`src/hw/rtl/bcpa_ram.sv`:
```
// generic single-port-write, single-port-read ram with registered read data
module bcpa_ram #(
  parameter int WIDTH = 64,
  parameter int DEPTH = 64
) (
  input  logic                     clk,
  input  logic                     we,
  input  logic [$clog2(DEPTH)-1:0] waddr,
  input  logic [WIDTH-1:0]         wdata,
  input  logic                     re,
  input  logic [$clog2(DEPTH)-1:0] raddr,
  output logic [WIDTH-1:0]         rdata
);

  logic [WIDTH-1:0] mem [DEPTH];

  // write port
  always_ff @(posedge clk) begin
    if (we) begin
      mem[waddr] <= wdata;
    end
  end

  // registered read port
  always_ff @(posedge clk) begin
    if (re) begin
      rdata <= mem[raddr];
    end
  end

endmodule

```
`config.mk`:
```
export PLATFORM = sky130hd
export DESIGN_NAME = bcpa_ram
export DESIGN_NICKNAME = d
export VERILOG_FILES = /design/src/hw/rtl/bcpa_ram.sv
export SDC_FILE = /design/constraint.sdc
export NUM_CORES = 2
export LEC_CHECK = 0
export BUFFER_PORTS_ARGS = -buffer_cell sky130_fd_sc_hd__buf_2
export CORE_ASPECT_RATIO = 1.5
export CORE_MARGIN = 5
export CORE_UTILIZATION = 55
export CTS_CLUSTER_SIZE = 40
export DETAILED_ROUTE_END_ITERATION = 7
export PLACE_DENSITY = 0.76
export SETUP_SLACK_MARGIN = 0.15
export SLEW_MARGIN = 20
export SYNTH_ARGS = -nofsm -noshare
export SYNTH_HDL_FRONTEND = slang
export SYNTH_SLANG_ARGS = --single-unit
export TNS_END_PERCENT = 10
```
`constraint.sdc`:
```
create_clock -name clk -period 12.2 [get_ports clk]
set_clock_uncertainty 0.15 [all_clocks]
set_input_delay 2.44 -clock clk [delete_from_list [all_inputs] [get_ports clk]]
set_output_delay 2.44 -clock clk [all_outputs]
set_load 0.1 [all_outputs]
```
After elaboration in Yosys (flattened, before gate mapping)
Memories as Yosys holds them, arrays and structs flattened. A register that Yosys moved wholly into a read port is not among the register bits.
Index checks and enable logic that the tools add are counted.

word-level totals
  register bits after elaboration = 0
  bits in writable memories = 4096
  input port bits = 79
  output and inout bits = 64
  memories = 1

operators by class
  muxes and demuxes = 2

memories
  name  depth  bits a word  rd ports  clocked after Yosys merged registers in  write ports  RTL line  source
  mem   64     64           1         1                                        1            15        logic [WIDTH-1:0] mem [DEPTH];

operators by type and width
  operator  count
  $mux 1    2

Depth between registers and ports, before layout
  depth in word-level cells = 2
  gate-level depth with buffers = 9
  gate-level depth less buffers = 5

Worst setup path before layout
No wires, ideal clock.

  path kind = input -> register
  from = input port waddr[3]
  to = memory mem[48][0], enable pin
  arrival = 7.312 ns
  setup slack = 4.174 ns
  cell stages on the path = 4
  buffers on the path = 1
  cell sequence = clkbuf_1 nor2b_1 nand4b_1 nor3_1

RTL lines
  item             RTL line  source
  start, declared  8         input logic [$clog2(DEPTH)-1:0] waddr,
  end, declared    15

No word-level cell before the write port.

==> results.sh <==
export IMPL_run_status="completed"
export IMPL_cts_made_buffers=356
export IMPL_min_path_type="flip-flop to flip-flop"
export IMPL_critPathSlowestCell="or3_1"
export IMPL_ys_seq_area_share_pct=79.57
export IMPL_clk_pin_slew_ns=0.07
export IMPL_leakage_nw=54.12
export IMPL_cts_repair_resized=0
export IMPL_die_width_um=446.2
export IMPL_grt_usage_pct=29.25
export IMPL_cts_setup_buffers=0
export IMPL_cts_sinks=4160
export IMPL_ctsHtreeMaxLevel=5
export IMPL_grt_remaining_overflow=0
export IMPL_start_kind="primary input"
export IMPL_start_util_pct=55.15
export IMPL_pin_count=143
export IMPL_vias_per_cell=7.041
export IMPL_synthFlopType="edfxtp_1"
export IMPL_netlist_area_um2=157000
export IMPL_setup_tns_ns=0
export IMPL_wl_um=432000
export IMPL_maxSlewViolCount=0
export IMPL_required_ns=12.79
export IMPL_syn_num_nets=6677
export IMPL_worstMarginPinSlew_ns=1.250
export IMPL_synth_seq_cells=4160
export IMPL_max_freq_mhz=167.4
export IMPL_fin_crit_sh_pct=48.96
export IMPL_grt_first_pass_wirelength_um=608100
export IMPL_vias=77260
export IMPL_antenna_left=0
export IMPL_rsz0062_at_grt="no"
export IMPL_first_pass_iters=6
export IMPL_antenna_found_initial=25
export IMPL_path_delay_family="buffers and inverters"
export IMPL_cts_tree="done"
export IMPL_wl_per_cell_um=39.37
export IMPL_cp_cell_sequence="buf_8 > buf_12 > buf_4 > or3_1 > o221ai_1 > o22ai_1 > and3_1"
export IMPL_worstPathArrival_ns=6.56
export IMPL_yosysWarnings=0
export IMPL_gp_congestion=0.8249
export IMPL_place_area_um2=163000
export IMPL_hold_viol=0
export IMPL_grt_max_degree=141
export IMPL_setup_viol=0
export IMPL_cp_max_fo=128
export IMPL_slowest_delay_ns=0.72
export IMPL_synthDistinctLibCells=32
export IMPL_drcViolationCount=0
export IMPL_fin_crit_ns=5.973
export IMPL_clock_insertion_delay_worst_skew_ns=0.92
export IMPL_synth_edf_count=4160
export IMPL_dp_hpwl_um=224800
export IMPL_powerDensity_nw_per_um2=165.7
export IMPL_critical_path_class="primary input to flip-flop"
export IMPL_root_buffer="clkbuf_16"
export IMPL_drive_gt1_share_pct=27.61
export IMPL_netlist_instances=6598
export IMPL_dieArea_um2=296400
export IMPL_irDropWorstVdd_mv=0.1470
export IMPL_syn_to_final_growth_pct=11.37
export IMPL_postCtsHoldBufs=0
export IMPL_port_buffers=142
export IMPL_fp_coreArea_um2=284700
export IMPL_syn_area_per_cell_um2=23.79
export IMPL_grt_pass1_vias=79190
export IMPL_rows=240
export IMPL_die_h_um=664.3
export IMPL_clock_path_buffers=4
export IMPL_fin_area_um2=174800
export IMPL_fin_hold_ws_ns=0.7529
export IMPL_slew_headroom_pct=16.66
export IMPL_nNetsFinal=7002
export IMPL_drt_iter0_drc=12960
export IMPL_synthArstFlopShare_pct=0
export IMPL_cp_num_buf_inv=3
export IMPL_critPathCaptureType="flip-flop"
export IMPL_final_core_util_pct=61.42
export IMPL_maxCapViolCount=0
## final cells by class
type / count / area [um^2]
fill: 18280 / 109800
inverter: 19 / 71.32
multi-input combinational: 2049 / 30790
tap: 3751 / 4693
clock inverter: 219 / 2330
clock buffer: 420 / 9447
timing repair buffer: 337 / 2550
sequential: 4160 / 124900
antenna: 17 / 42.54
## power by group
part           leakage (nW)  internal [mW]  switching [mW]
sequential             37.5           15.9          0.0490
clock                  5.73           6.51            5.08
combinational          10.9          0.480            1.00
## cell usage after synthesis (all sizes together) (2+ instances only)
master / n / area, um^2
or2: 28 / 175.2
nand3b: 2 / 15.01
mux4: 1024 / 23060
nand2b: 11 / 68.82
a22oi: 168 / 1261
a2bb2oi: 19 / 166.4
buf: 230 / 1249
clkbuf: 140 / 525.5
edfxtp: 4160 / 124900
and3: 64 / 400.4
nand3: 45 / 225.2
inv: 19 / 71.32
nor2b: 28 / 175.2
a31oi: 18 / 112.6
nor2: 112 / 420.4
mux2i: 135 / 1351
nand2: 58 / 217.7
o221ai: 38 / 332.8
o22ai: 83 / 519.3
a41oi: 26 / 227.7
a22o: 88 / 770.7
a211oi: 63 / 473.0
or3: 29 / 181.4
and2: 3 / 18.77
nor3: 2 / 10.01
nand4: 2 / 12.51
## worst paths after layout
kind                                   from   endpoint  slack, ns  depth (start not counted)
worst max-delay path               raddr[1]  rdata[62]       6.23                          7
worst max register to register  mem[12][30]  rdata[30]       9.52                          5
worst min register to register  mem[52][12]  rdata[12]       0.75                          4
worst min-delay path            mem[52][12]  rdata[12]       0.75                          4
## sequential cells by signal, summed over array words and instances, names as in the netlist
register	count
mem	4096
rdata	64
## per-stage QoR
step | cells | power [mW] | worst slack, ns
3_5_place_dp | 10320 | 17.68 | 5.601
3_3_place_gp | 10310 | 17.64 | 5.604
5_1_grt | 10960 | 29.73 | 6.317
2_1_floorplan | 6598 | 17.08 | 4.174
6_report | 10970 | 28.97 | 6.227
4_1_cts | 10960 | 29.05 | 6.517
## logic make-up after synthesis
logic type	Yosys count	share of synthesized area, %
and+or+nand+nor	386	1.235
AOI/OAI and AO/OA	504	2.467
muxes	1159	15.55
DFF	4160	79.57
buffers and inverters	389	1.176
## metal layers
| layer | vias up | global-route usage (%) | wire, um |
|---|---|---|---|
| met5 | - | 0 | 57 |
| met4 | 8 | 15.41 | 28330 |
| met3 | 1332 | 6.346 | 51990 |
| met2 | 6318 | 48.26 | 215400 |
| met1 | 40480 | 36.81 | 136200 |
| li1 | 29120 | - | - |
## placed cells by master, fill, tap and decap left out, drive strengths merged, types with 2 or more instances in the layout
cell type,n
or3,29
nor2b,28
mux4,1024
o22ai,83
and3,64
nand2,58
nand3,45
a2bb2oi,19
or2,28
and2,3
nand2b,11
o221ai,38
a211oi,63
mux2i,135
a41oi,26
clkbuf,420
a22o,88
bufinv,45
edfxtp,4160
nand3b,2
diode,17
inv,24
nand4,2
buf,337
clkinv,151
nor2,112
clkinvlp,18
nor3,2
a22oi,168
a31oi,18
## worst register-to-register path: stages (launching register included)
cell,delay [ns]
edfxtp_1,0.37
mux4_2,0.46
nor2b_1,0.14
a211oi_1,0.67
o22ai_1,0.32
and3_1,0.29
Note: power is estimated with default switching activity, not from simulation.
